<file path="src/mmf_pkg.sv">
`timescale 1ns / 1ps
package mmf_pkg;

  // Default number of stored elements.
  localparam int unsigned DefCapacity = 32;

  // Depth of the queues on the input and result sides.
  localparam int unsigned QueueDepth = 2;

  typedef enum logic [1:0] {
    KIND_COUNT = 2'd0,
    KIND_FREQ  = 2'd1,
    KIND_MODE  = 2'd2
  } kind_e;

  typedef struct packed {
    logic               last;
    logic signed [31:0] value;
  } item_t;

  typedef struct packed {
    kind_e              kind;
    logic signed [31:0] value;
    logic               fin;
  } res_t;

endpackage

</file>
<file path="src/multiset_mode_finder.sv">
`timescale 1ns / 1ps
// Channel   Direction  Handshake      Beat contents
// input     in         push / full    value_i, last_i
// result    out        pop / empty    kind_o, result_value_o, final_res_o
//
// An item is written directly into an empty store and dropped at a full one; otherwise
// each stored element larger than it moves up one place. A last item then starts a pass
// that finds the longest run; only a run of two or more adds a counting pass and, after
// the headers, an emitting pass. Each pass opens in a start state, then reads each stored
// element in turn. rst_ni clears the control state and both queues; the store is never
// read above the fill count. A full result queue stalls the engine, losing no beat.
module multiset_mode_finder import mmf_pkg::*; #(
  parameter int unsigned CAPACITY = DefCapacity
) (
  input  logic               clk_i,
  input  logic               rst_ni,
  input  logic               push,
  output logic               full,
  input  logic signed [31:0] value_i,
  input  logic               last_i,
  output logic               empty,
  input  logic               pop,
  output logic [1:0]         kind_o,
  output logic signed [31:0] result_value_o,
  output logic               final_res_o
);

  // Front side: incoming beats wait in a short queue until the engine is free.
  item_t in_item, eng_item;
  logic  in_empty, item_take;

  // Back side: results from the engine wait in a second queue for the consumer.
  res_t  eng_res, out_res;
  logic  res_push, res_full;

  assign in_item = '{last: last_i, value: value_i};

  mmf_fifo #(
    .WIDTH($bits(item_t)),
    .DEPTH(QueueDepth)
  ) u_in_q (
    .clk_i  (clk_i),
    .rst_ni (rst_ni),
    .push_i (push),
    .data_i (in_item),
    .full_o (full),
    .pop_i  (item_take),
    .data_o (eng_item),
    .empty_o(in_empty)
  );

  // The engine does the sorted insert and up to three scans over the store.
  mmf_engine #(
    .CAPACITY(CAPACITY)
  ) u_engine (
    .clk_i       (clk_i),
    .rst_ni      (rst_ni),
    .item_avail_i(~in_empty),
    .item_i      (eng_item),
    .item_take_o (item_take),
    .res_full_i  (res_full),
    .res_push_o  (res_push),
    .res_o       (eng_res)
  );

  mmf_fifo #(
    .WIDTH($bits(res_t)),
    .DEPTH(QueueDepth)
  ) u_out_q (
    .clk_i  (clk_i),
    .rst_ni (rst_ni),
    .push_i (res_push),
    .data_i (eng_res),
    .full_o (res_full),
    .pop_i  (pop),
    .data_o (out_res),
    .empty_o(empty)
  );

  assign kind_o         = out_res.kind;
  assign result_value_o = out_res.value;
  assign final_res_o    = out_res.fin;

endmodule

</file>
<file path="src/mmf_ram.sv">
`timescale 1ns / 1ps
module mmf_ram #(
  parameter int unsigned WIDTH = 32,
  parameter int unsigned DEPTH = 32
) (
  input  logic                     clk_i,
  input  logic                     we_i,
  input  logic [$clog2(DEPTH)-1:0] waddr_i,
  input  logic [WIDTH-1:0]         wdata_i,
  input  logic [$clog2(DEPTH)-1:0] raddr_i,
  output logic [WIDTH-1:0]         rdata_o
);

  logic [WIDTH-1:0] mem_q [DEPTH];
  logic [WIDTH-1:0] rdata_q;

  always_ff @(posedge clk_i) begin
    if (we_i) begin
      mem_q[waddr_i] <= wdata_i;
    end
    rdata_q <= mem_q[raddr_i];
  end

  assign rdata_o = rdata_q;

endmodule

</file>
<file path="src/mmf_fifo.sv">
`timescale 1ns / 1ps
module mmf_fifo #(
  parameter int unsigned WIDTH = 8,
  parameter int unsigned DEPTH = 2
) (
  input  logic             clk_i,
  input  logic             rst_ni,
  input  logic             push_i,
  input  logic [WIDTH-1:0] data_i,
  output logic             full_o,
  input  logic             pop_i,
  output logic [WIDTH-1:0] data_o,
  output logic             empty_o
);

  localparam int unsigned PW = (DEPTH > 1) ? $clog2(DEPTH) : 1;
  localparam int unsigned NW = $clog2(DEPTH + 1);

  logic [WIDTH-1:0] mem_q [DEPTH];
  logic [PW-1:0]    wr_q, wr_d, rd_q, rd_d;
  logic [NW-1:0]    cnt_q, cnt_d;
  logic             do_push, do_pop;

  assign full_o  = (cnt_q == NW'(DEPTH));
  assign empty_o = (cnt_q == '0);
  assign do_push = push_i & ~full_o;
  assign do_pop  = pop_i & ~empty_o;
  assign data_o  = mem_q[rd_q];

  always_comb begin
    wr_d  = wr_q;
    rd_d  = rd_q;
    cnt_d = cnt_q;
    if (do_push) begin
      wr_d = (wr_q == PW'(DEPTH - 1)) ? '0 : wr_q + PW'(1);
    end
    if (do_pop) begin
      rd_d = (rd_q == PW'(DEPTH - 1)) ? '0 : rd_q + PW'(1);
    end
    if (do_push && !do_pop) begin
      cnt_d = cnt_q + NW'(1);
    end else if (do_pop && !do_push) begin
      cnt_d = cnt_q - NW'(1);
    end
  end

  always_ff @(posedge clk_i or negedge rst_ni) begin
    if (!rst_ni) begin
      wr_q  <= '0;
      rd_q  <= '0;
      cnt_q <= '0;
    end else begin
      wr_q  <= wr_d;
      rd_q  <= rd_d;
      cnt_q <= cnt_d;
    end
  end

  always_ff @(posedge clk_i) begin
    if (do_push) begin
      mem_q[wr_q] <= data_i;
    end
  end

endmodule

</file>
<file path="src/mmf_engine.sv">
`timescale 1ns / 1ps
module mmf_engine import mmf_pkg::*; #(
  parameter int unsigned CAPACITY = DefCapacity
) (
  input  logic  clk_i,
  input  logic  rst_ni,
  input  logic  item_avail_i,
  input  item_t item_i,
  output logic  item_take_o,
  input  logic  res_full_i,
  output logic  res_push_o,
  output res_t  res_o
);

  localparam int unsigned AW = $clog2(CAPACITY);
  localparam int unsigned CW = $clog2(CAPACITY + 1);

  typedef enum logic [6:0] {
    ST_IDLE    = 7'b0000001,
    ST_INS_CMP = 7'b0000010,
    ST_INS_PUT = 7'b0000100,
    ST_FIRST   = 7'b0001000,
    ST_SCAN    = 7'b0010000,
    ST_HDR_CNT = 7'b0100000,
    ST_HDR_FRQ = 7'b1000000
  } state_e;

  typedef enum logic [1:0] {
    P_BEST  = 2'd0,
    P_COUNT = 2'd1,
    P_EMIT  = 2'd2
  } pass_e;

  state_e             state_q, state_d;
  pass_e              pass_q, pass_d;
  logic [CW-1:0]      fill_q, fill_d;
  logic [CW-1:0]      run_q, run_d, best_q, best_d, mc_q, mc_d, emit_q, emit_d;
  logic [AW-1:0]      pos_q, pos_d, el_q, el_d;
  logic signed [31:0] v_q, v_d, prev_q, prev_d;
  logic               last_q, last_d;

  logic               we;
  logic [AW-1:0]      waddr, raddr;
  logic signed [31:0] wdata, rdata;

  logic [CW-1:0]      last_idx, run_nx, best_nx, freq;
  logic               eq, hit, at_end, fill_full;

  mmf_ram #(
    .WIDTH(32),
    .DEPTH(CAPACITY)
  ) u_ram (
    .clk_i  (clk_i),
    .we_i   (we),
    .waddr_i(waddr),
    .wdata_i(wdata),
    .raddr_i(raddr),
    .rdata_o(rdata)
  );

  assign last_idx  = fill_q - CW'(1);
  assign fill_full = (fill_q == CW'(CAPACITY));
  assign at_end    = (CW'(el_q) == last_idx);
  assign eq        = (el_q != '0) && (rdata == prev_q);
  assign run_nx    = eq ? run_q + CW'(1) : CW'(1);
  assign hit       = (run_nx == best_q);
  assign best_nx   = (run_nx > best_q) ? run_nx : best_q;
  assign freq      = (best_q < CW'(1)) ? CW'(1) : best_q;

  always_comb begin
    state_d     = state_q;
    pass_d      = pass_q;
    fill_d      = fill_q;
    run_d       = run_q;
    best_d      = best_q;
    mc_d        = mc_q;
    emit_d      = emit_q;
    pos_d       = pos_q;
    el_d        = el_q;
    v_d         = v_q;
    prev_d      = prev_q;
    last_d      = last_q;
    we          = 1'b0;
    waddr       = pos_q;
    wdata       = v_q;
    raddr       = el_q;
    item_take_o = 1'b0;
    res_push_o  = 1'b0;
    res_o       = '{kind: KIND_COUNT, value: '0, fin: 1'b0};

    unique case (state_q)
      ST_IDLE: begin
        if (item_avail_i) begin
          item_take_o = 1'b1;
          v_d         = item_i.value;
          last_d      = item_i.last;
          pass_d      = P_BEST;
          if (fill_full) begin
            state_d = item_i.last ? ST_FIRST : ST_IDLE;
          end else if (fill_q == '0) begin
            we      = 1'b1;
            waddr   = '0;
            wdata   = item_i.value;
            fill_d  = fill_q + CW'(1);
            state_d = item_i.last ? ST_FIRST : ST_IDLE;
          end else begin
            pos_d   = fill_q[AW-1:0];
            raddr   = last_idx[AW-1:0];
            state_d = ST_INS_CMP;
          end
        end
      end

      ST_INS_CMP: begin
        we = 1'b1;
        if (rdata > v_q) begin
          // Larger neighbour moves up one place; keep walking down.
          wdata = rdata;
          pos_d = pos_q - AW'(1);
          if (pos_q == AW'(1)) begin
            state_d = ST_INS_PUT;
          end else begin
            raddr = pos_q - AW'(2);
          end
        end else begin
          fill_d  = fill_q + CW'(1);
          state_d = last_q ? ST_FIRST : ST_IDLE;
        end
      end

      ST_INS_PUT: begin
        we      = 1'b1;
        fill_d  = fill_q + CW'(1);
        state_d = last_q ? ST_FIRST : ST_IDLE;
      end

      ST_FIRST: begin
        raddr   = '0;
        el_d    = '0;
        run_d   = '0;
        state_d = ST_SCAN;
        unique case (pass_q)
          P_BEST:  best_d = '0;
          P_COUNT: mc_d   = '0;
          P_EMIT:  emit_d = '0;
          default: best_d = '0;
        endcase
        if (fill_q == '0) begin
          best_d  = '0;
          mc_d    = '0;
          state_d = ST_HDR_CNT;
        end
      end

      ST_SCAN: begin
        if (pass_q == P_EMIT && hit && res_full_i) begin
          raddr = el_q;
        end else begin
          run_d  = run_nx;
          prev_d = rdata;
          unique case (pass_q)
            P_BEST: best_d = best_nx;
            P_COUNT: begin
              if (hit) begin
                mc_d = mc_q + CW'(1);
              end
            end
            P_EMIT: begin
              if (hit) begin
                res_push_o = 1'b1;
                res_o      = '{kind: KIND_MODE, value: rdata,
                               fin: (emit_q + CW'(1) == mc_q)};
                emit_d     = emit_q + CW'(1);
              end
            end
            default: best_d = best_q;
          endcase
          if (at_end) begin
            unique case (pass_q)
              P_BEST: begin
                if (best_nx >= CW'(2)) begin
                  pass_d  = P_COUNT;
                  state_d = ST_FIRST;
                end else begin
                  mc_d    = '0;
                  state_d = ST_HDR_CNT;
                end
              end
              P_COUNT: state_d = ST_HDR_CNT;
              P_EMIT: begin
                fill_d  = '0;
                state_d = ST_IDLE;
              end
              default: state_d = ST_IDLE;
            endcase
          end else begin
            el_d  = el_q + AW'(1);
            raddr = el_q + AW'(1);
          end
        end
      end

      ST_HDR_CNT: begin
        if (!res_full_i) begin
          res_push_o = 1'b1;
          res_o      = '{kind: KIND_COUNT, value: 32'(mc_q), fin: 1'b0};
          state_d    = ST_HDR_FRQ;
        end
      end

      ST_HDR_FRQ: begin
        if (!res_full_i) begin
          res_push_o = 1'b1;
          res_o      = '{kind: KIND_FREQ, value: 32'(freq), fin: (mc_q == '0)};
          if (mc_q == '0) begin
            fill_d  = '0;
            state_d = ST_IDLE;
          end else begin
            pass_d  = P_EMIT;
            state_d = ST_FIRST;
          end
        end
      end

      default: state_d = ST_IDLE;
    endcase
  end

  always_ff @(posedge clk_i or negedge rst_ni) begin
    if (!rst_ni) begin
      state_q <= ST_IDLE;
      pass_q  <= P_BEST;
      fill_q  <= '0;
      run_q   <= '0;
      best_q  <= '0;
      mc_q    <= '0;
      emit_q  <= '0;
    end else begin
      state_q <= state_d;
      pass_q  <= pass_d;
      fill_q  <= fill_d;
      run_q   <= run_d;
      best_q  <= best_d;
      mc_q    <= mc_d;
      emit_q  <= emit_d;
    end
  end

  always_ff @(posedge clk_i) begin
    pos_q  <= pos_d;
    el_q   <= el_d;
    v_q    <= v_d;
    prev_q <= prev_d;
    last_q <= last_d;
  end

endmodule

</file>
<file path="config.mk">
export PLATFORM = sky130hd
export DESIGN_NAME = multiset_mode_finder
export DESIGN_NICKNAME = d
export VERILOG_FILES = /design/src/mmf_pkg.sv /design/src/multiset_mode_finder.sv /design/src/mmf_ram.sv /design/src/mmf_fifo.sv /design/src/mmf_engine.sv
export SDC_FILE = /design/constraint.sdc
export NUM_CORES = 2
export LEC_CHECK = 0
export BUFFER_PORTS_ARGS = -buffer_cell sky130_fd_sc_hd__buf_2
export CAP_MARGIN = 40
export CORE_MARGIN = 2
export CORE_UTILIZATION = 35
export CTS_BUF_LIST = sky130_fd_sc_hd__clkbuf_4 sky130_fd_sc_hd__clkbuf_8 sky130_fd_sc_hd__clkbuf_16
export DETAILED_ROUTE_END_ITERATION = 8
export PLACE_DENSITY = 0.58
export SKIP_LAST_GASP = 1
export SYNTH_ARGS = -nofsm -noshare
export SYNTH_HDL_FRONTEND = slang
export SYNTH_SLANG_ARGS = --single-unit
</file>
<file path="constraint.sdc">
create_clock -name clk_i -period 6.1 [get_ports clk_i]
set_clock_uncertainty 0.05 [all_clocks]
set_input_delay 0.915 -clock clk_i [delete_from_list [all_inputs] [get_ports clk_i]]
set_output_delay 0.915 -clock clk_i [all_outputs]
set_load 0.01 [all_outputs]
</file>
Yosys cells after proc, flatten, opt, wreduce, memory -nomap -nowiden
Memories as Yosys holds them, arrays and structs flattened. A register that Yosys moved wholly into a read port is not among the register bits.
Cells that the tools add are included.
Word-level totals
  memory bits (writable): 1160
  output and inout bits: 37
  memories kept: 3
  bits in registers: 122
  input port bits: 37
Memories
  u_engine.u_ram.mem_q: words 32, bits a word 32, rd ports 1, clocked after memory_dff 1, wr ports 1, RTL line mmf_ram.sv:14  | logic [WIDTH-1:0] mem_q [DEPTH];
  u_out_q.mem_q: words 2, bits a word 35, rd ports 1, clocked after memory_dff 0, wr ports 1, RTL line mmf_fifo.sv:19  | logic [WIDTH-1:0] mem_q [DEPTH];
  u_in_q.mem_q: words 2, bits a word 33, rd ports 1, clocked after memory_dff 0, wr ports 1, RTL line mmf_fifo.sv:19
Cells by class
  bitwise gates (word level): 9
  multiplexer cells: 111
  equal/unequal tests: 37
  $add $sub $neg: 16
  order comparisons: 4
  reduce and logical (&&, ||, !) cells: 36
Operators by type and width (number)
  $mux W6: 30
  $mux W32: 4
  $mux W35: 3
  $pmux W35 S3: 1
  $mux W5: 15
  $mux W7: 10
  $pmux W32 S2: 1
  $pmux W6 S2: 5
  $pmux W7 S7: 1
  $mux W34: 1
  $eq A32 B32 Y1: 1
  $gt A32 B32 Y1: 1
  $pmux W6 S5: 1
  $add A6 B1 Y6 const B: 4
  $mux W2: 11
  $pmux W5 S2: 2
  $pmux W5 S4: 1
  $mux W1: 19
  $ne A2 B1 Y1 const B: 9
  $ne A2 B2 Y1 const B: 8
  $eq A6 B6 Y1: 2
  $logic_not A6 Y1: 2
  $mux W4: 3
  $reduce_and A10 Y1: 1
  other kinds (42): 77

Longest topological paths before layout
  depth in word-level cells: 13
  mapped depth: 25
  depth with buffers taken out: 21

Cells and area by module
Synthesis repeated with hierarchy kept, for this count alone.
Second synthesis, totals
  cell total of the unflattened synthesis: 3308
  area total of the unflattened synthesis: 53785.3 µm²
Modules (own cells, without submodules)
  mmf_ram: cells an instance 2260, area an instance 40492.6 µm², sequential area each 31390.1 µm², times used 1
  mmf_engine: cells an instance 797, area an instance 7686.1 µm², sequential area each 3229.3 µm², times used 1
  mmf_fifo (u_out_q): cells an instance 128, area an instance 2872.8 µm², sequential area each 2202.1 µm², times used 1
  mmf_fifo (u_in_q): cells an instance 122, area an instance 2730.1 µm², sequential area each 2082.0 µm², times used 1
  multiset_mode_finder: cells an instance 1, area an instance 3.8 µm², sequential area each 0.0 µm², times used 1

Worst setup path after synthesis
Ideal clock, no wire load.
  path type: register to register
  start point: register u_engine.state_q[0]
  end point: memory u_engine.u_ram.mem_q[0][0], enable pin
  data required time: 5539 ps
  stages on the path, launching flop included: 7
  path buffers: 1
  data arrival time: 4737 ps
  period minus slack after synthesis: 5298 ps
  path slack: 802 ps
  path through: dfstp_2 clkbuf_1 nor3_1 and2_1 o21a_1 nand3_1 o41ai_1
Between the ends
  longest elaborated chain between the ends: 5
  elaborated cells between the ends (all ways): 8
RTL lines
  from (decl): RTL line mmf_engine.sv:34  | state_e state_q, state_d;
  from (signal assigned): RTL line mmf_engine.sv:239  | state_q <= state_d;
  $eq A7 B3 Y1 or $eq A7 B2 Y1 (tied branches): RTL line mmf_engine.sv:91  | unique case (state_q)
  $reduce_or A2 Y1 (no source line)
  $pmux W1 S2: RTL line mmf_engine.sv:91
  $mux W1: RTL line mmf_ram.sv:18  | if (we_i) begin
  $mux W1 (not written as such): RTL line mmf_ram.sv:19  | mem_q[waddr_i] <= wdata_i;
  to (decl): RTL line mmf_ram.sv:14
Parallel ways exist; a longest one is shown, timed or not.

Worst setup path in the final report
  start point: register u_engine.el_q[1]
  end point: register u_engine.u_ram.rdata_q[19] (netlist: u_engine.u_ram.rdata_o[19]) (read register of u_engine.u_ram.mem_q)
Between the ends
  longest elaborated chain between the ends: 8
  elaborated cells between the ends (all ways): 16
RTL lines
  from (decl): RTL line mmf_engine.sv:38  | logic [AW-1:0] pos_q, pos_d, el_q, el_d;
  from (signal assigned): RTL line mmf_engine.sv:251  | el_q <= el_d;
  $reduce_bool A5 Y1: RTL line mmf_engine.sv:64  | assign eq = (el_q != '0) && (rdata == prev_q);
  $logic_and A1 B1 Y1: RTL line mmf_engine.sv:64
  $mux W6: RTL line mmf_engine.sv:65  | assign run_nx = eq ? run_q + CW'(1) : CW'(1);
  $eq A6 B6 Y1: RTL line mmf_engine.sv:66  | assign hit = (run_nx == best_q);
  $logic_and A1 B1 Y1 (2 in series): RTL line mmf_engine.sv:156  | if (pass_q == P_EMIT && hit && res_full_i) begin
  $mux W5: RTL line mmf_engine.sv:156
  $pmux W5 S4 *: RTL line mmf_engine.sv:91
  to (decl): RTL line mmf_ram.sv:15  | logic [WIDTH-1:0] rdata_q;
Every way passes the cells marked *; elsewhere a longest branch is shown, timed or not.
A chain may end at the register's enable or synchronous reset.

==> key figures <==
Outcome
  • Status: complete, no violations

Placement
  • DP HPWL: 95930 microns
  • GP Congestion: 0.8688
  • Placed cells: 5851
  • # port buffers: 73
  • Area post-placement: 58870 sq um

Route
  • DRT antenna net count: 0
  • TritonRoute pass-1 iters: 6
  • Drt via density: 5.457
  • Routed length per placed instance: 25.78 microns
  • DR iter-0 viols: 3967
  • Total number of vias: 33342
  • Final WL: 157500 microns
  • Residual DRC: 0

Yosys
  • Yosys reg bits: 1314
  • Synth Warn #: 0
  • Post-synthesis sequential area ratio: 0.7179
  • Async S/R FF share, synth: 0.03577
  • Number of synthesized flops with an enable pin: 1235
  • Mean Syn Cell Area: 14.55 sq um
  • Most used DFF post-synth: edfxtp_1
  • Mapped cell area: 54190 sq um
  • Cells after synthesis: 3723
  • Synth unique cells: 87
  • Syn_nets: 3815

Global routing
  • All-Layer GR Usage: 0.1965
  • Vias in the first global route: 31647
  • Antenna violations before repair: 3
  • Total gr overflow: 0
  • First-pass GRT wire length: 225500 microns
  • Largest net degree at the start of global routing: 65

Die
  • Die Span X: 397.5 microns
  • Starting Density: 0.3522
  • Ports: 74
  • Core Region: 153900 sq um
  • # rows: 144
  • Die area: 158000 sq um
  • Die Y: 397.5 microns

Critical path
  • Critical path type: reg2reg
  • Worst setup startpoint: u_engine.el_q[1]$_SDFFCE_PN0N_
  • Worst R2R Start: u_engine.el_q[1]$_SDFFCE_PN0N_
  • Worst R2R End: u_engine.u_ram.rdata_o[19]$_DFF_P_
  • Element type at the critical path end: register
  • Startpoint Class: register
  • CP max stage cell: or3_4
  • Crit path DAT: 6.18 ns
  • Critical path's most frequent cell: inv_1
  • Crit path to: u_engine.u_ram.rdata_o[19]$_DFF_P_
  • Crit path max fanout: 48
  • Crit-path max cell delay: 0.54 ns
  • Cell depth of the worst flop-to-flop path: 26
  • Critical Path RT: 6.56 ns
  • Flop2flop setup slack: 0.38 ns

Clock tree
  • H-tree Lvls: 4
  • Worst-path clk slew: 0.06 ns
  • CTS tree: built
  • CTS Buf Count: 140
  • Hold_buf cts: 0
  • CTS root buf: clkbuf_16
  • Clock Path Buffers: 3
  • Clock Sinks: 1314
  • Clock latency on the worst-skew pair: 0.79 ns

Pwr
  • Peak supply drop: 0.0006583 V
  • Power density over the cells: 625.8 nW/um^2
  • Leak: 22.22 nW
  • Final Power: 0.03973 W

Finish
  • Finished Layout Cells: 6110
  • Share of cells above drive strength 1: 0.1712
  • Cell area after layout: 63490 sq um
  • Commonest non-fill, non-tap cell in the layout: edfxtp_1
  • Nets: 4043
  • Layout overhead on the synthesized area: 17.17%
  • ANT cells: 0
  • Most frequent cells in the layout: 1235 x edfxtp_1, 567 x nand2_1, 287 x mux2i_1, 222 x nand3_1, 181 x buf_4

STA
  • RSZ-0062 raised after global routing: false
  • Final Hold Vio Count: 0
  • Max frequency: 174.8 MHz
  • Tmin final: 5.722 ns
  • Fin Hold WS: 0.2230 ns
  • Sum Neg Setup Slack: 0 ns
  • Worst-margin pin slew: 0.9326 ns
  • Rel. slew slack: 0.3768
  • Fin crit share: 0.9381
  • Endpoints failing setup: 0
  • Final Max Tran Viols: 0

Min path
  • Tightest Hold Check Type: in2async

Flow run
  • Max_cap viols: 0
-- cell usage after synthesis (8+ instances only) --
master,number,area share
a21o_1,15,0.0021
a21oi_1,99,0.0091
a221o_1,32,0.0059
a311oi_1,61,0.0099
a32oi_1,94,0.015
and2_1,31,0.0036
and3_1,42,0.0048
buf_1,19,0.0013
buf_2,91,0.0084
buf_4,12,0.0017
clkbuf_1,94,0.0065
dfrtp_1,46,0.021
dfxtp_1,32,0.012
edfxtp_1,1235,0.68
ha_1,55,0.013
inv_1,76,0.0053
mux2_2,67,0.014
mux2i_1,287,0.053
nand2_1,568,0.039
nand2b_1,8,0.00092
nand3_1,223,0.021
nand3b_1,31,0.0043
nand4_1,53,0.0061
nor2_1,83,0.0057
nor2b_1,8,0.00092
nor3_1,80,0.0074
o211ai_1,35,0.0048
o21ai_0,42,0.0039
xnor2_1,49,0.0079
xor2_1,30,0.0048
-- routing by layer --
metal  global-route usage  wire length (microns)  share of wire
met5                    0                      0              0
met4              0.06128                   4504          0.029
met3              0.03952                  14020          0.089
met2               0.3097                  72910           0.46
met1               0.2729                  66100           0.42
-- worst min-delay path by stage --
stage,depth (start not counted),end
floorplan,1,u_in_q.wr_q$_DFFE_PN0P_
global placement,1,u_in_q.cnt_q[1]$_DFFE_PN0P_
detailed placement,1,u_in_q.cnt_q[1]$_DFFE_PN0P_
CTS,2,u_engine.mc_q[1]$_DFFE_PN0P_
global route,2,u_engine.run_q[3]$_DFFE_PN0P_
finish,2,u_engine.run_q[3]$_DFFE_PN0P_
-- repair_timing --
action,4_1_cts,5_1_grt
gates resized for setup,0,9
setup endpoints to repair,0,5
buffers inserted,0,1
-- through the flow --
| stage | setup WS [ns] | util |
|---|---|---|
| 3_5_place_dp | 0.3382 | 0.3826 |
| 2_1_floorplan | 0.8022 | - |
| 5_1_grt | 0.03709 | 0.4127 |
| 6_report | 0.3778 | 0.4127 |
| 3_3_place_gp | 0.3918 | 0.3800 |
| 4_1_cts | 0.2962 | 0.4123 |
-- worst max-delay path: cells and delay by family (launching register included) --
kind,cells,cell delay [ns]
AOI/OAI and AO/OA,4,0.88
adders and majority gates,2,0.41
buffers and inverters,9,1.30
DFF,1,0.48
muxes,3,0.49
and+or+nand+nor,8,1.81
-- area by class of cell --
type / instances / area, sq um
fill: 13947 / 90370
sequential: 1314 / 38910
inverter: 76 / 285.3
clock inverter: 69 / 566.8
timing repair buffer: 307 / 2810
clock buffer: 188 / 4009
multi-input combinational: 2112 / 14360
tap: 2044 / 2557
-- state kept, by name, summed over array words and instances (netlist names), 2 cells and up --
register	cells
u_engine.el_q	5
u_out_q.mem_q	70
u_engine.u_ram.mem_q	1024
u_engine.best_q	6
u_engine.prev_q	32
u_engine.emit_q	6
u_out_q.cnt_q	2
u_engine.u_ram.rdata_o	32
u_in_q.cnt_q	2
u_engine.pass_q	2
u_engine.run_q	6
u_engine.v_q	32
u_engine.state_q	7
u_engine.mc_q	6
u_engine.fill_q	6
u_engine.pos_q	5
u_in_q.mem_q	66
-- logic make-up (layout without fill, tap and decap cells) --
family                     Yosys count  count (layout)  share of synthesized area
DFF                               1314            1314                     0.7179
and+or+nand+nor                   1164            1164                    0.09984
AOI/OAI and AO/OA                  457             457                    0.06438
muxes                              357             357                    0.06818
buffers and inverters              297             640                    0.02420
xor gates and xnor gates            79              79                    0.01277
adders and majority gates           55              55                    0.01270
-- report_power, final --
group          internal, W  switching, W
clock              0.00485       0.00355
combinational      0.00590        0.0121
sequential          0.0128      0.000544
total               0.0236        0.0162
(Power assumes the default switching activity.)
